File: config.mk
export PLATFORM = sky130hd
export DESIGN_NAME = hsl_to_rgb565_flat
export DESIGN_NICKNAME = d
export VERILOG_FILES = /design/src/hdl/hsl_pkg.sv /design/src/hdl/hsl_if.sv /design/src/hdl/hsl_front.sv /design/src/hdl/hsl_queue.sv /design/src/hdl/hsl_back.sv /design/src/hdl/hsl_to_rgb565.sv /design/src/flat_wrapper.sv
export SDC_FILE = /design/constraint.sdc
export NUM_CORES = 1
export LEC_CHECK = 0
export BUFFER_PORTS_ARGS = -buffer_cell sky130_fd_sc_hd__buf_2
export CORE_MARGIN = 10
export CORE_UTILIZATION = 65
export CTS_CLUSTER_SIZE = 8
export DETAILED_ROUTE_END_ITERATION = 8
export PLACE_DENSITY = 0.82
export SKIP_LAST_GASP = 1
export SYNTH_ARGS = -nofsm -noshare
export SYNTH_HDL_FRONTEND = slang
export SYNTH_SLANG_ARGS = --single-unit
File: constraint.sdc
create_clock -name i_clk -period 9.3 [get_ports i_clk]
set_input_delay 0.465 -clock i_clk [delete_from_list [all_inputs] [get_ports i_clk]]
set_output_delay 0.465 -clock i_clk [all_outputs]
set_load 0.05 [all_outputs]
File: src/hdl/hsl_pkg.sv
// shared types, constants and widths for the hsl to rgb565 converter
`default_nettype none
package hsl_pkg;

    // field widths
    localparam int HUE_W   = 15;
    localparam int Q12_W   = 13;
    localparam int WGT_W   = 12;
    localparam int RGB_W   = 16;

    // value limits
    localparam int HUE_MAX = 23039;
    localparam int Q12_ONE = 4096;
    localparam int SEXTANT = 3840;

    // divide by 3840: shift out 256, then multiply by the reciprocal of 15
    localparam int DIV_PRE_SHIFT = 8;
    localparam int RECIP_K       = 69906;
    localparam int RECIP_SHIFT   = 20;

    // channel packing
    localparam int RED_SHIFT = 11;
    localparam int GRN_SHIFT = 5;
    localparam int SUM_FRAC  = 13;

    // queue between front and back
    localparam int QUEUE_DEPTH_DEF = 2;

    // hue sextant, named by the channels that get chroma and secondary term
    typedef enum logic [2:0] {
        SEXT_RC_GX = 3'd0,
        SEXT_RX_GC = 3'd1,
        SEXT_GC_BX = 3'd2,
        SEXT_GX_BC = 3'd3,
        SEXT_RX_BC = 3'd4,
        SEXT_RC_BX = 3'd5
    } t_sextant;

    // classified item as it waits in the queue
    typedef struct packed {
        logic [Q12_W-1:0] chroma_a;   // 1 - |2L - 1| in Q12
        logic [Q12_W-1:0] sat;
        logic [Q12_W-1:0] light;
        logic [WGT_W-1:0] weight;     // 3840 - |t - 3840|
        t_sextant         sext;
    } t_job;

    // queue status seen by front and back
    typedef struct packed {
        logic not_empty;
        logic full;
    } t_q_stat;

endpackage
`default_nettype wire

File: src/hdl/hsl_if.sv
// stream interfaces for hsl input beats and rgb565 output beats
`default_nettype none
interface hsl_in_if;
    logic        valid;
    logic        ready;
    logic [14:0] hue;
    logic [12:0] saturation;
    logic [12:0] lightness;

    modport source (output valid, output hue, output saturation, output lightness,
                    input ready);
    modport sink   (input valid, input hue, input saturation, input lightness,
                    output ready);
endinterface

interface hsl_out_if;
    logic        valid;
    logic        ready;
    logic [15:0] rgb565;

    modport source (output valid, output rgb565, input ready);
    modport sink   (input valid, input rgb565, output ready);
endinterface
`default_nettype wire

File: src/hdl/hsl_front.sv
// front end: accepts hsl beats, clamps them and classifies the hue sextant
`default_nettype none
module hsl_front (
    hsl_in_if.sink            i_pix,
    input  hsl_pkg::t_q_stat  i_q_stat,
    output logic              o_push,
    output hsl_pkg::t_job     o_job
);
    import hsl_pkg::*;

    logic [HUE_W-1:0]   h;
    logic [Q12_W-1:0]   s;
    logic [Q12_W-1:0]   l;
    logic [Q12_W:0]     l2;
    logic [Q12_W:0]     span;
    logic [HUE_W-1:0]   base;
    logic [Q12_W-1:0]   t;
    logic [WGT_W-1:0]   d;
    t_sextant           sext;

    // accept whenever the queue has room
    assign i_pix.ready = !i_q_stat.full;
    assign o_push      = i_pix.valid && !i_q_stat.full;

    // clamp the inputs to their ranges
    always_comb begin
        h = (i_pix.hue > HUE_W'(HUE_MAX)) ? HUE_W'(HUE_MAX) : i_pix.hue;
        s = (i_pix.saturation > Q12_W'(Q12_ONE)) ? Q12_W'(Q12_ONE) : i_pix.saturation;
        l = (i_pix.lightness > Q12_W'(Q12_ONE)) ? Q12_W'(Q12_ONE) : i_pix.lightness;
    end

    // lightness distance from one half
    always_comb begin
        l2 = {l, 1'b0};
        if (l2 >= (Q12_W+1)'(Q12_ONE)) begin
            span = l2 - (Q12_W+1)'(Q12_ONE);
        end else begin
            span = (Q12_W+1)'(Q12_ONE) - l2;
        end
    end

    // sextant and start of its 120 degree pair
    always_comb begin
        if (h < HUE_W'(SEXTANT)) begin
            sext = SEXT_RC_GX;
            base = '0;
        end else if (h < HUE_W'(2*SEXTANT)) begin
            sext = SEXT_RX_GC;
            base = '0;
        end else if (h < HUE_W'(3*SEXTANT)) begin
            sext = SEXT_GC_BX;
            base = HUE_W'(2*SEXTANT);
        end else if (h < HUE_W'(4*SEXTANT)) begin
            sext = SEXT_GX_BC;
            base = HUE_W'(2*SEXTANT);
        end else if (h < HUE_W'(5*SEXTANT)) begin
            sext = SEXT_RX_BC;
            base = HUE_W'(4*SEXTANT);
        end else begin
            sext = SEXT_RC_BX;
            base = HUE_W'(4*SEXTANT);
        end
    end

    // phase within the pair and its distance from the middle
    always_comb begin
        t = Q12_W'(h - base);
        if (t >= Q12_W'(SEXTANT)) begin
            d = WGT_W'(t - Q12_W'(SEXTANT));
        end else begin
            d = WGT_W'(Q12_W'(SEXTANT) - t);
        end
    end

    // classified job
    always_comb begin
        o_job.chroma_a = Q12_W'((Q12_W+1)'(Q12_ONE) - span);
        o_job.sat      = s;
        o_job.light    = l;
        o_job.weight   = WGT_W'(SEXTANT) - d;
        o_job.sext     = sext;
    end

endmodule
`default_nettype wire

File: src/hdl/hsl_queue.sv
// short job queue between the front and back ends
`default_nettype none
module hsl_queue #(
    parameter int DEPTH = hsl_pkg::QUEUE_DEPTH_DEF
) (
    input  logic              i_clk,
    input  logic              i_rst_n,
    input  logic              i_push,
    input  hsl_pkg::t_job     i_job,
    input  logic              i_pop,
    output hsl_pkg::t_job     o_job,
    output hsl_pkg::t_q_stat  o_q_stat
);
    import hsl_pkg::*;

    localparam int PTR_W = (DEPTH > 1) ? $clog2(DEPTH) : 1;
    localparam int CNT_W = $clog2(DEPTH + 1);

    t_job              r_mem [DEPTH];
    logic [PTR_W-1:0]  r_wr, n_wr;
    logic [PTR_W-1:0]  r_rd, n_rd;
    logic [CNT_W-1:0]  r_cnt, n_cnt;

    // pointer and fill count update
    always_comb begin
        n_wr  = r_wr;
        n_rd  = r_rd;
        n_cnt = r_cnt;
        if (i_push) begin
            n_wr = (r_wr == PTR_W'(DEPTH - 1)) ? '0 : r_wr + 1'b1;
        end
        if (i_pop) begin
            n_rd = (r_rd == PTR_W'(DEPTH - 1)) ? '0 : r_rd + 1'b1;
        end
        if (i_push && !i_pop) begin
            n_cnt = r_cnt + 1'b1;
        end else if (!i_push && i_pop) begin
            n_cnt = r_cnt - 1'b1;
        end
    end

    always_ff @(posedge i_clk) begin
        if (!i_rst_n) begin
            r_wr  <= '0;
            r_rd  <= '0;
            r_cnt <= '0;
        end else begin
            r_wr  <= n_wr;
            r_rd  <= n_rd;
            r_cnt <= n_cnt;
        end
    end

    // storage
    always_ff @(posedge i_clk) begin
        if (i_push) begin
            r_mem[r_wr] <= i_job;
        end
    end

    assign o_job              = r_mem[r_rd];
    assign o_q_stat.not_empty = (r_cnt != '0);
    assign o_q_stat.full      = (r_cnt == CNT_W'(DEPTH));

endmodule
`default_nettype wire

File: src/hdl/hsl_back.sv
// back end: chroma, secondary term and channel scaling in a four stage pipe
`default_nettype none
module hsl_back (
    input  logic              i_clk,
    input  logic              i_rst_n,
    input  hsl_pkg::t_job     i_job,
    input  hsl_pkg::t_q_stat  i_q_stat,
    output logic              o_pop,
    hsl_out_if.source         o_pix
);
    import hsl_pkg::*;

    localparam int PROD_W = 2 * Q12_W;
    localparam int P2_W   = Q12_W + WGT_W;
    localparam int QUO_W  = 16;
    localparam int RCP_W  = 17;
    localparam int M2_W   = Q12_W + 1;
    localparam int SUM_W  = Q12_W + 2;
    localparam int SCL_W  = SUM_W + 6;

    logic                  en;
    logic [PROD_W-1:0]     prod_cs;
    logic [QUO_W-1:0]      quo;
    logic [QUO_W+RCP_W-1:0] prod_rcp;

    // stage 1: chroma
    logic                  r_v1;
    logic [Q12_W-1:0]      r_c1;
    logic [WGT_W-1:0]      r_w1;
    logic [Q12_W-1:0]      r_l1;
    t_sextant              r_s1;
    // stage 2: chroma times weight
    logic                  r_v2;
    logic [P2_W-1:0]       r_p2;
    logic [Q12_W-1:0]      r_c2;
    logic [Q12_W-1:0]      r_l2;
    t_sextant              r_s2;
    // stage 3: secondary term and offset
    logic                  r_v3;
    logic [Q12_W-1:0]      r_x3;
    logic [Q12_W-1:0]      r_c3;
    logic [M2_W-1:0]       r_m3;
    t_sextant              r_s3;
    // stage 4: packed output
    logic                  r_v4;
    logic [RGB_W-1:0]      r_out;

    logic [Q12_W-1:0]      comp_r, comp_g, comp_b;
    logic [SUM_W-1:0]      sum_r, sum_g, sum_b;
    logic [SCL_W-1:0]      scl_r, scl_g, scl_b;
    logic [4:0]            ch_r, ch_b;
    logic [5:0]            ch_g;

    // whole pipe advances unless the output beat is stalled
    assign en    = !r_v4 || o_pix.ready;
    assign o_pop = en && i_q_stat.not_empty;

    // valid chain
    always_ff @(posedge i_clk) begin
        if (!i_rst_n) begin
            r_v1 <= 1'b0;
            r_v2 <= 1'b0;
            r_v3 <= 1'b0;
            r_v4 <= 1'b0;
        end else if (en) begin
            r_v1 <= i_q_stat.not_empty;
            r_v2 <= r_v1;
            r_v3 <= r_v2;
            r_v4 <= r_v3;
        end
    end

    // chroma product and divide by 3840 via reciprocal
    assign prod_cs  = i_job.chroma_a * i_job.sat;
    assign quo      = r_p2[DIV_PRE_SHIFT +: QUO_W];
    assign prod_rcp = quo * RCP_W'(RECIP_K);

    // component order per sextant
    always_comb begin
        comp_r = '0;
        comp_g = '0;
        comp_b = '0;
        case (r_s3)
            SEXT_RC_GX: begin
                comp_r = r_c3;
                comp_g = r_x3;
            end
            SEXT_RX_GC: begin
                comp_r = r_x3;
                comp_g = r_c3;
            end
            SEXT_GC_BX: begin
                comp_g = r_c3;
                comp_b = r_x3;
            end
            SEXT_GX_BC: begin
                comp_g = r_x3;
                comp_b = r_c3;
            end
            SEXT_RX_BC: begin
                comp_r = r_x3;
                comp_b = r_c3;
            end
            SEXT_RC_BX: begin
                comp_r = r_c3;
                comp_b = r_x3;
            end
            default: begin
                comp_r = '0;
            end
        endcase
    end

    // add offset in q13, scale by 31 or 63 with shift and subtract
    always_comb begin
        sum_r = {1'b0, comp_r, 1'b0} + SUM_W'(r_m3);
        sum_g = {1'b0, comp_g, 1'b0} + SUM_W'(r_m3);
        sum_b = {1'b0, comp_b, 1'b0} + SUM_W'(r_m3);
        scl_r = (SCL_W'(sum_r) << 5) - SCL_W'(sum_r);
        scl_g = (SCL_W'(sum_g) << 6) - SCL_W'(sum_g);
        scl_b = (SCL_W'(sum_b) << 5) - SCL_W'(sum_b);
        ch_r  = scl_r[SUM_FRAC +: 5];
        ch_g  = scl_g[SUM_FRAC +: 6];
        ch_b  = scl_b[SUM_FRAC +: 5];
    end

    // datapath registers
    always_ff @(posedge i_clk) begin
        if (en) begin
            r_c1  <= prod_cs[Q12_W-1 +: Q12_W];
            r_w1  <= i_job.weight;
            r_l1  <= i_job.light;
            r_s1  <= i_job.sext;

            r_p2  <= r_c1 * r_w1;
            r_c2  <= r_c1;
            r_l2  <= r_l1;
            r_s2  <= r_s1;

            r_x3  <= prod_rcp[RECIP_SHIFT +: Q12_W];
            r_c3  <= r_c2;
            r_m3  <= {r_l2, 1'b0} - M2_W'(r_c2);
            r_s3  <= r_s2;

            r_out <= {ch_r, ch_g, ch_b};
        end
    end

    assign o_pix.valid  = r_v4;
    assign o_pix.rgb565 = r_out;

endmodule
`default_nettype wire

File: src/hdl/hsl_to_rgb565.sv
// top level of the hsl to rgb565 converter: front, queue and back end
//
//  channel  dir  fields                           beat taken when
//  i_pix    in   hue, saturation, lightness       i_pix.valid && i_pix.ready
//  o_pix    out  rgb565                           o_pix.valid && o_pix.ready
//
// one beat per clock sustained while the output is not stalled; a taken beat
// passes through the queue and four back end stages: chroma multiply, weight
// multiply, reciprocal divide by 3840, channel scaling into the output register
// reset clears the queue pointers and count and the pipe valid bits only; no clearing pass
// an output stall freezes the back end; the queue fills up to QUEUE_DEPTH beats
// and then drops i_pix.ready
`default_nettype none
module hsl_to_rgb565 #(
    parameter int QUEUE_DEPTH = hsl_pkg::QUEUE_DEPTH_DEF
) (
    input  logic       i_clk,
    input  logic       i_rst_n,
    hsl_in_if.sink     i_pix,
    hsl_out_if.source  o_pix
);
    import hsl_pkg::*;

    logic     push;
    logic     pop;
    t_job     job_in;
    t_job     job_out;
    t_q_stat  q_stat;

    // classify incoming beats
    hsl_front u_front (
        .i_pix    (i_pix),
        .i_q_stat (q_stat),
        .o_push   (push),
        .o_job    (job_in)
    );

    // decouple front and back
    hsl_queue #(
        .DEPTH (QUEUE_DEPTH)
    ) u_queue (
        .i_clk    (i_clk),
        .i_rst_n  (i_rst_n),
        .i_push   (push),
        .i_job    (job_in),
        .i_pop    (pop),
        .o_job    (job_out),
        .o_q_stat (q_stat)
    );

    // compute and pack
    hsl_back u_back (
        .i_clk    (i_clk),
        .i_rst_n  (i_rst_n),
        .i_job    (job_out),
        .i_q_stat (q_stat),
        .o_pop    (pop),
        .o_pix    (o_pix)
    );

    // no beat taken into a full queue
    a_no_overflow: assert property (@(posedge i_clk) disable iff (!i_rst_n)
        (i_pix.valid && i_pix.ready) |-> !q_stat.full)
        else $error("input beat taken while queue full");

    // no pop from an empty queue
    a_no_underflow: assert property (@(posedge i_clk) disable iff (!i_rst_n)
        pop |-> q_stat.not_empty)
        else $error("queue popped while empty");

    // reset leaves no output beat pending
    a_reset_clear: assert property (@(posedge i_clk)
        !i_rst_n |=> !o_pix.valid)
        else $error("output valid after reset");

    // a stalled back end holds its result
    a_stall_hold: assert property (@(posedge i_clk) disable iff (!i_rst_n)
        (o_pix.valid && !o_pix.ready) |=> (o_pix.valid && $stable(o_pix.rgb565)))
        else $error("output result changed during stall");

endmodule
`default_nettype wire

File: src/flat_wrapper.sv
// flat-port wrapper written by rule: the top's interface ports become plain ports
module hsl_to_rgb565_flat import hsl_pkg::*;
#(
    parameter int QUEUE_DEPTH = hsl_pkg::QUEUE_DEPTH_DEF
)
  (i_clk, i_rst_n, i_pix_valid, i_pix_hue, i_pix_saturation, i_pix_lightness, i_pix_ready, o_pix_valid, o_pix_rgb565, o_pix_ready);
  hsl_in_if i_pix_i ();
  hsl_out_if o_pix_i ();
  input  logic i_clk;
  input  logic i_rst_n;
  input wire logic [$bits(i_pix_i.valid)-1:0] i_pix_valid;
  input wire logic [$bits(i_pix_i.hue)-1:0] i_pix_hue;
  input wire logic [$bits(i_pix_i.saturation)-1:0] i_pix_saturation;
  input wire logic [$bits(i_pix_i.lightness)-1:0] i_pix_lightness;
  output wire logic [$bits(i_pix_i.ready)-1:0] i_pix_ready;
  output wire logic [$bits(o_pix_i.valid)-1:0] o_pix_valid;
  output wire logic [$bits(o_pix_i.rgb565)-1:0] o_pix_rgb565;
  input wire logic [$bits(o_pix_i.ready)-1:0] o_pix_ready;
  assign i_pix_i.valid = i_pix_valid;
  assign i_pix_i.hue = i_pix_hue;
  assign i_pix_i.saturation = i_pix_saturation;
  assign i_pix_i.lightness = i_pix_lightness;
  assign i_pix_ready = i_pix_i.ready;
  assign o_pix_valid = o_pix_i.valid;
  assign o_pix_rgb565 = o_pix_i.rgb565;
  assign o_pix_i.ready = o_pix_ready;
  hsl_to_rgb565 #(.QUEUE_DEPTH(QUEUE_DEPTH)) u_core (.i_clk(i_clk), .i_rst_n(i_rst_n), .i_pix(i_pix_i), .o_pix(o_pix_i));
endmodule
Yosys cells after proc, flatten, opt, wreduce, memory -nomap -nowiden
Memories as Yosys holds them, arrays and structs flattened. A register that Yosys moved wholly into a read port is not among the register bits.
Index checks and enable logic that the tools add are counted.
{"block": "totals", "register_bits": 161, "latchBits": 0, "ram_bits": 108, "romBits": 0, "input_bits": 45, "out_inout_bits": 18, "elab_cells": 101, "n_memories": 1}
{"name": "u_core.u_queue.r_mem", "depth": 2, "word_bits": 54, "rd": 1, "rd_ports_with_merged_regs": 1, "write_ports": 1, "line_no": "hsl_queue.sv:19", "source": "t_job r_mem [DEPTH];"}
{"block": "op_classes", "addsub": 18, "multipliers": 3, "n_div": 0, "order_cmp": 10, "eq_ne": 6, "shift": 0, "muxes": 25, "bitwise": 0, "n_reduce_logical": 18}
{"op": "13-bit two-way mux", "count": 6}
{"op": "13-bit case mux with 2 select lines", "count": 3}
{"op": "14-bit by 14-bit adder with 15-bit output", "count": 3}
{"op": "18-bit by 15-bit subtractor with 18-bit output", "count": 2}
{"op": "16-bit by 16-bit multiplier with 32-bit output, second input constant", "count": 1}
{"op": "15-bit by 14-bit < comparator with 1-bit output, second input constant", "count": 2}
{"op": "13-bit > comparator, second input constant", "count": 2}
{"op": "13-bit subtractor, first input constant", "count": 2}
{"op": "13-bit by 13-bit multiplier with 25-bit output", "count": 1}
{"op": "13-bit by 12-bit multiplier with 24-bit output", "count": 1}
{"op": "12-bit subtractor, first input constant", "count": 2}
{"op": "19-bit by 15-bit subtractor with 19-bit output", "count": 1}
{"op": "15-bit > comparator, second input constant", "count": 1}
{"op": "15-bit by 12-bit < comparator with 1-bit output, second input constant", "count": 1}
{"op": "15-bit by 13-bit < comparator with 1-bit output, second input constant", "count": 1}
{"op": "15-bit < comparator, second input constant", "count": 1}
{"op": "15-bit two-way mux", "count": 1}
{"op": "14-bit by 13-bit greater-or-equal comparator with 1-bit output, second input constant", "count": 1}
{"op": "14-bit by 13-bit subtractor with 14-bit output", "count": 1}
{"op": "13-bit by 12-bit greater-or-equal comparator with 1-bit output, second input constant", "count": 1}
{"op": "13-bit subtractor", "count": 1}
{"op": "13-bit subtractor, second input constant", "count": 1}
{"op": "12-bit two-way mux", "count": 1}
{"op": "3-bit two-way mux", "count": 4}
{"op": "17 further kinds", "count": 39}

Longest topological paths before layout
Gate-level depths: netlist of the first run.
{"block": "depth", "ltp_word": 11, "mapped_depth": 24}

Modules after synthesis
Synthesis of the first run repeated with hierarchy kept, for this count alone.
{"block": "unflattened", "cells_unflattened": 2609, "hier_area_um2": 26585.5}
{"module": "hsl_back", "n_inst": 1, "cells_each": 2135, "area_each_um2": 20624.8, "seq_area_each_um2": 4404.2}
{"module": "hsl_queue", "n_inst": 1, "cells_each": 190, "area_each_um2": 4134.0, "seq_area_each_um2": 3343.2}
{"module": "hsl_front", "n_inst": 1, "cells_each": 284, "area_each_um2": 1826.8, "seq_area_each_um2": 0.0}

Worst setup path before layout of the first run
Ideal clock, no wire load.
{"block": "synth_timing", "path_kind": "flip-flop to flip-flop", "from": "reg with a tool-made name", "to": "reg u_core.u_back.r_c1[12], data pin", "setup_time_ps": 256, "arrival_ps": 6484, "slack_ps": 2560, "path_stages_with_launch": 21, "n_path_buf": 3, "period_less_slack_ps": 6740, "cell_sequence": "dfxtp_1 -> clkbuf_1 -> buf_1 -> clkbuf_1 -> mux2i_1 -> nor2_1 -> fa_1 -> inv_1 -> fa_1 -> fa_1 -> fa_1 -> fa_1 -> inv_1 -> ha_1 -> a21o_1 -> a21o_1 -> a221o_1 -> a21oi_1 -> o211ai_1 -> a2111o_1 -> o211a_1"}
{"item": "end signal, assigned", "line_no": "hsl_back.sv:130", "source": "r_c1 <= prod_cs[Q12_W-1 +: Q12_W];"}
{"item": "end, declared", "line_no": "hsl_back.sv:28", "source": "logic [Q12_W-1:0] r_c1;"}

==> results.py, run 1 <==
metrics = {
    "final_layout": {
        "ff_latch_area_um2": 7630,
        "multi_input_comb_area_um2": 16000,
        "stdcell_count": 3032,
        "num_antenna_cells": 0,
        "nFillCells": 2794,
        "finish.net_count": 3093,
        "area_growth_pct": 7.39,
        "drive_above_1_share": 0.0744,
    },
    "clock_tree": {
        "clock_tree.root_cell": "clkbuf_16",
        "post_cts_resized": 0,
        "tritoncts": "done",
        "cts_hold_buf": 0,
        "post_cts.repair.setup_buffers": 0,
        "clkSlewWorstSetupHoldPaths_ns": 0.05,
        "clock_tree.htree_level_count": 2,
        "cts_inserted_buffers": 38,
        "cts.path.max_buffers": 3,
        "clock-sinks": 257,
        "clock_latency_ns": 0.53,
    },
    "floorplan": {
        "floorplan.rows": 72,
        "io_pins": 63,
        "die_width_um": 217,
        "floorplan.die.height_um": 217,
        "core_area_um2": 38600,
        "initial_utilization": 0.655,
        "die_ar_um2": 47100,
    },
    "logic_synthesis": {
        "ys_seq_area_frac": 0.302,
        "mappedNetlistArea_um2": 25200,
        "netlist_top_cells_area": "edfxtp_1 (30%), fa_1 (19%), ha_1 (15%)",
        "synthFlopType": "edfxtp_1",
        "ys_async_sr_fraction": 0,
        "synth_top_area_share": 0.295,
        "synth-warning-count": 0,
        "syn_nets": 3045,
        "synth_top_area_cell": "edfxtp_1",
        "synth_instances": 2455,
        "synth-edff-count": 248,
        "synthDistinctLibCells": 71,
        "synth-seq-cells": 257,
        "syn_area_per_cell_um2": 10.3,
    },
    "timing": {
        "rsz_0062_raised_after_global_routing": "no",
        "setup_viol": 0,
        "min_period_over_period": 0.742,
        "worst_slew_pin_slew_ns": 1.05,
        "final.setup_skew_ns": 0.0215,
        "relSlewSlack": 0.278,
        "hold_viol_final": 0,
        "fin_setup_tns_ns": 0,
        "timing.fmax_mhz": 145,
        "drv_slew": 0,
        "finalCriticalPeriod_ns": 6.90,
    },
    "global_route": {
        "antenna_found_initial": 0,
        "grt_pass1_wl_mm": 93.6,
        "globalRouteTotalUtil": 0.243,
        "first_global_vias": 18400,
        "grt_start_max_net_pins": 87,
        "grt-ovfl-total": 0,
    },
    "detailed_routing": {
        "drt_drc_violations_left": 0,
        "detail_route.wl_per_cell_um": 18.6,
        "num_vias": 17700,
        "drtPass1Iterations": 5,
        "drtAntennaViolNets": 0,
        "drt_wl_total_mm": 56.3,
        "via_per_inst": 5.84,
        "detailedRoute.firstIterationViolations": 1365,
    },
    "worst_setup_path": {
        "critical_path.endpoint_type": "register",
        "timing.critical_path.required_ns": 9.57,
        "crit_type": "reg -> reg",
        "critPathArrivalTime_ns": 7.17,
        "r2r_slack_ns": 2.40,
        "rr_endpoint": "u_core.u_back.r_c1[12]",
        "timing.critical_path.fanout_max": 46,
        "r2r_cells": 17,
        "timing.critical_path.from_type": "register",
    },
    "placement": {
        "place.gp.congestion": 0.903,
        "dp_cells": 2981,
        "placement.io_buffers": 62,
        "detailed_place_hpwl_mm": 44.3,
    },
    "hold_path": {
        "holdPathEnd": "u_core.u_queue.r_wr",
        "worstHoldStart": "i_rst_n",
        "hold-path-cell-count": 2,
        "worstHoldPathType": "in -> reg",
    },
    "job": {
        "timing.max_cap.violations": 0,
    },
    "run_status": {
        "outcome": "finished clean",
    },
}
-- per-layer routing --
metal,vias up,GRT usage,wire [µm]
met4,0,0.0643,1240
met2,576,0.424,28300
li1,8310,-,-
met1,8732,0.315,23700
met5,-,0,0
met3,92,0.0297,2990
-- through the flow --
stage / util / area, µm² / setup slack [ns] / hold WS, ns
2_1_floorplan: - / 25200 / 2.56 / 0.400
3_3_place_gp: 0.676 / 26100 / 2.67 / 0.405
3_5_place_dp: 0.676 / 26100 / 2.45 / 0.405
4_1_cts: 0.703 / 27100 / 2.41 / 0.231
5_1_grt: 0.703 / 27100 / 1.99 / 0.247
6_report: 0.703 / 27100 / 2.40 / 0.251
-- cell type report --
type,count,area share
well taps,518,0.0239
inverters,361,0.0502
multi-input cells,1773,0.591
clock inverters,4,0.00258
repair buffers,72,0.0142
clock buffers,47,0.0363
flip-flops and latches,257,0.281
-- placed cells by master (no fill, tap or decap), types with 6 or more instances in the layout --
master,netlist,final
ha_1,305,305
o21a_1,18,18
mux2i_1,52,52
nor2_1,170,169
o22ai_1,15,15
a21oi_1,101,101
nor4_1,9,9
xnor2_1,95,95
a31oi_1,7,7
dfxtp_1,9,8
or2_2,13,13
buf_4,0,10
o21ai_0,42,42
nand4_1,6,6
clkbuf_1,54,9
nand2_1,291,291
a21boi_0,10,10
inv_1,361,360
nor2b_1,38,38
and2_1,58,58
o21bai_1,6,6
mux2_2,46,46
fa_1,240,240
clkbuf_16,0,38
nor4b_1,6,6
edfxtp_1,248,248
buf_2,0,62
a21o_1,28,28
a211oi_1,7,7
o211ai_1,13,13
nor3_1,39,39
xor2_1,45,45
nand2b_1,15,15
nand3_1,17,17
-- synthesized netlist by cell type, drive strengths merged, types with 5 or more instances --
library cell  instances
nand3                17
a31oi                 7
o21a                 18
buf                  10
a211oi                7
xnor2                95
nor4                  9
dfxtp                 9
edfxtp              248
a21o                 28
o22ai                15
a21boi               10
ha                  305
nand4                 6
mux2i                52
and2                 59
nand2b               15
o21ai                44
o31ai                 5
or3                   5
nor2b                38
o211ai               13
mux2                 46
nor4b                 6
inv                 361
nor3                 39
fa                  240
nor2                170
a21oi               101
or2                  14
nand2               291
xor2                 45
o21bai                6
clkbuf               54
-- how the worst max path moves through the flow --
stage | startpoint | to | slack [ns] | cells after the start
detailed placement | register | u_core.u_back.r_c1[12] | 2.45 | 17
floorplan | register | u_core.u_back.r_c1[12] | 2.56 | 20
global placement | register | u_core.u_back.r_c1[12] | 2.67 | 17
global route | register | u_core.u_back.r_c1[12] | 1.99 | 17
finish | register | u_core.u_back.r_c1[12] | 2.40 | 17
CTS | register | u_core.u_back.r_c1[12] | 2.41 | 17
-- critical path: stages (launching register included) --
cell      delay (ns)
dfxtp_4         0.75
mux2i_1         0.93
nor2_1          0.15
fa_1            0.58
inv_1           0.06
fa_1            0.46
fa_1            0.53
fa_1            0.52
fa_1            0.55
inv_1           0.04
ha_1            0.24
a21o_1          0.20
a21o_1          0.17
a221o_1         0.35
a21oi_1         0.31
o211ai_1        0.21
a2111o_1        0.40
o211a_1         0.14
-- kinds of logic after synthesis --
kind of cell / share of synthesized area
AOI/OAI and AO/OA: 0.0783
xor gates and xnor gates: 0.0495
adders and majority gates: 0.342
buffers and inverters: 0.0632
DFF: 0.302
muxes: 0.0411
and+or+nand+nor: 0.124
-- flip-flops by register name (all words and copies together), names as in the netlist, named ones only --
| signal | flops |
|---|---|
| u_core.u_back.r_p2 | 16 |
| u_core.u_back.r_v3 | 1 |
| u_core.u_back.r_v1 | 1 |
| u_core.u_back.r_v2 | 1 |
| u_core.u_back.r_m3 | 13 |
| u_core.u_back.r_c1 | 13 |
| u_core.u_queue.r_rd | 1 |
| u_core.u_back.r_l1 | 13 |
| u_core.u_back.r_l2 | 13 |
| u_core.u_queue.r_mem | 104 |
| u_core.u_queue.r_wr | 1 |
| u_core.u_back.r_s3 | 3 |
| u_core.u_queue.r_cnt | 2 |
| u_core.u_back.r_s2 | 3 |
| u_core.u_back.r_c2 | 13 |
| u_core.u_back.o_pix.valid | 1 |
| u_core.u_back.r_w1 | 12 |
| u_core.u_back.r_s1 | 3 |
| u_core.u_back.r_c3 | 13 |
| u_core.u_back.r_x3 | 13 |
| u_core.u_back.o_pix.rgb565 | 16 |
Power of run 1 is left out: the tool's default activity adds up to more than one toggle a clock period on the data nets, which glitch-free logic cannot reach.
==> run 2, diff against run 1 <==
Settings changed: ABC_AREA from default to 1.
Clock period 9.3 ns to 6.7 ns, I/O delays scaled along.
==> results.py, run 2 <==
metrics = {
    "detailed_routing": {
        "via_per_inst": 5.63,
        "drtAntennaViolNets": 0,
        "drtPass1Iterations": 5,
        "detailedRoute.firstIterationViolations": 1427,
        "drt_drc_violations_left": 0,
        "detail_route.wl_per_cell_um": 17.8,
        "num_vias": 19200,
        "drt_wl_total_mm": 60.8,
    },
    "logic_synthesis": {
        "synth_common_cells": "inv_1 (598), nand2_1 (514), ha_1 (305), edfxtp_1 (248), fa_1 (240)",
        "mappedNetlistArea_um2": 25700,
        "post-synth-top-count-cell": "inv_1",
        "netlist_top_cells_area": "edfxtp_1 (29%), fa_1 (19%), ha_1 (15%)",
        "synth_top_area_cell": "edfxtp_1",
        "synthFlopType": "edfxtp_1",
        "synth-edff-count": 248,
        "ys_seq_area_frac": 0.296,
        "synth-warning-count": 0,
        "syn_nets": 3391,
        "synth_instances": 2801,
        "ys_async_sr_fraction": 0,
        "syn_area_per_cell_um2": 9.19,
        "synth-seq-cells": 257,
        "synthDistinctLibCells": 57,
        "synth_top_area_share": 0.289,
    },
    "floorplan": {
        "die_ar_um2": 48000,
        "core_area_um2": 38900,
        "floorplan.die.height_um": 219,
        "initial_utilization": 0.661,
        "floorplan.rows": 72,
        "die_width_um": 219,
        "io_pins": 63,
    },
    "timing": {
        "hold_viol_final": 0,
        "finalCriticalPeriod_ns": 5.98,
        "final.setup_skew_ns": 0.0284,
        "worst_slew_pin_slew_ns": 1.11,
        "timing.fmax_mhz": 167,
        "rsz_0062_raised_after_global_routing": "no",
        "drv_slew": 0,
        "fin_setup_tns_ns": 0,
        "setup_viol": 0,
        "relSlewSlack": 0.256,
        "min_period_over_period": 0.892,
    },
    "global_route": {
        "globalRouteTotalUtil": 0.259,
        "grt-ovfl-total": 0,
        "grt_start_max_net_pins": 87,
        "antenna_found_initial": 0,
        "grt_pass1_wl_mm": 100,
        "first_global_vias": 20100,
    },
    "final_layout": {
        "drive_above_1_share": 0.0674,
        "area_growth_pct": 7.77,
        "max_flop_register": "u_core.u_queue.r_mem",
        "finish.net_count": 3464,
        "max_ffs_per_register": 104,
        "num_antenna_cells": 0,
        "layout_commonest_cell": "inv_1",
        "layout_common_cells": "inv_1 (597), nand2_1 (514), ha_1 (305), edfxtp_1 (248), fa_1 (240)",
    },
    "clock_tree": {
        "clock_tree.root_cell": "clkbuf_16",
        "clock-sinks": 257,
        "tritoncts": "done",
        "clkSlewWorstSetupHoldPaths_ns": 0.05,
        "clock_latency_ns": 0.55,
        "clock_tree.htree_level_count": 2,
        "post_cts.repair.setup_buffers": 0,
        "cts.path.max_buffers": 3,
        "cts_inserted_buffers": 38,
    },
    "worst_setup_path": {
        "crit_type": "reg -> reg",
        "critical_path.endpoint_type": "register",
        "rr_endpoint": "u_core.u_back.r_c1[10]",
        "timing.critical_path.required_ns": 6.99,
        "timing.critical_path.from_type": "register",
        "critPathArrivalTime_ns": 6.27,
        "r2r_cells": 21,
        "r2r_slack_ns": 0.72,
        "timing.critical_path.fanout_max": 52,
    },
    "hold_path": {
        "hold-path-cell-count": 3,
        "holdPathEnd": "u_core.u_queue.r_cnt[0]",
        "worstHoldStart": "i_rst_n",
        "worstHoldPathType": "in -> reg",
    },
    "placement": {
        "detailed_place_hpwl_mm": 48.3,
        "place.gp.congestion": 0.907,
        "placement.io_buffers": 62,
    },
    "run_status": {
        "outcome": "finished clean",
    },
    "job": {
        "timing.max_cap.violations": 0,
    },
}
## run 2: worst max-delay path by stage
stage / startpoint / endpoint / slack, ns / cells past startpoint
finish: register / u_core.u_back.r_c1[10] / 0.72 / 21
global route: register / u_core.u_back.r_c1[10] / 0.25 / 22
CTS: register / u_core.u_back.r_c1[10] / 0.44 / 23
detailed placement: register / u_core.u_back.r_c1[10] / 0.50 / 22
global placement: register / u_core.u_back.r_c1[10] / 0.55 / 22
floorplan: register / u_core.u_back.r_c1[10] / 0.79 / 25
## run 2: stage by stage
step,cells,area [µm²],utilization,setup slack [ns],hold slack [ns]
detailed placement,3351,26700,0.685,0.501,0.405
floorplan,2801,25700,-,0.793,0.400
global placement,3351,26700,0.685,0.551,0.402
finish,3413,27700,0.713,0.723,0.122
global route,3413,27700,0.713,0.252,0.117
CTS,3413,27700,0.713,0.438,0.0897
## run 2: logic make-up after synthesis
family                     synth area share
adders and majority gates             0.335
muxes                                0.0118
AOI/OAI and AO/OA                    0.0736
and+or+nand+nor                       0.140
buffers and inverters                0.0974
xor gates and xnor gates             0.0463
DFF                                   0.296
## run 2: layout make-up
| cell class | count | area [µm²] |
|---|---|---|
| clock buffer | 58 | 1030 |
| tap | 518 | 648 |
| multi-input combinational | 1885 | 15600 |
| fill | 2924 | 11200 |
| sequential | 257 | 7630 |
| timing repair buffer | 84 | 478 |
| clock inverter | 3 | 41.3 |
| inverter | 608 | 2290 |
## run 2: worst max-delay path: stages, from the launching register on
cell	delay (ns)
dfxtp_4	0.48
o21ai_0	0.76
buf_4	0.28
nor2_1	0.08
fa_1	0.47
fa_1	0.55
inv_1	0.05
fa_1	0.47
inv_1	0.05
fa_1	0.50
fa_1	0.49
ha_1	0.36
nand2_1	0.09
nor2_1	0.15
nand2_1	0.07
o21ai_1	0.21
nand3_1	0.12
nand2_1	0.13
nand3_1	0.08
nand2_1	0.10
a21oi_1	0.08
xor2_1	0.15
## run 2: layer usage
| metal | global-route usage | wire [µm] | vias to the layer above |
|---|---|---|---|
| li1 | - | - | 9132 |
| met1 | 0.326 | 25200 | 9232 |
| met2 | 0.449 | 29900 | 716 |
| met3 | 0.0440 | 3980 | 146 |
| met4 | 0.0823 | 1660 | 0 |
| met5 | 0 | 0 | - |
## run 2: repair_timing
| item | CTS | global route |
|---|---|---|
| setup endpoints to repair | 0 | 1 |
| hold buffers | 1 | 0 |
| endpoints found under the hold margin | 2 | 0 |
| resized for setup | 0 | 1 |
Power of run 2 is left out for the same reason.
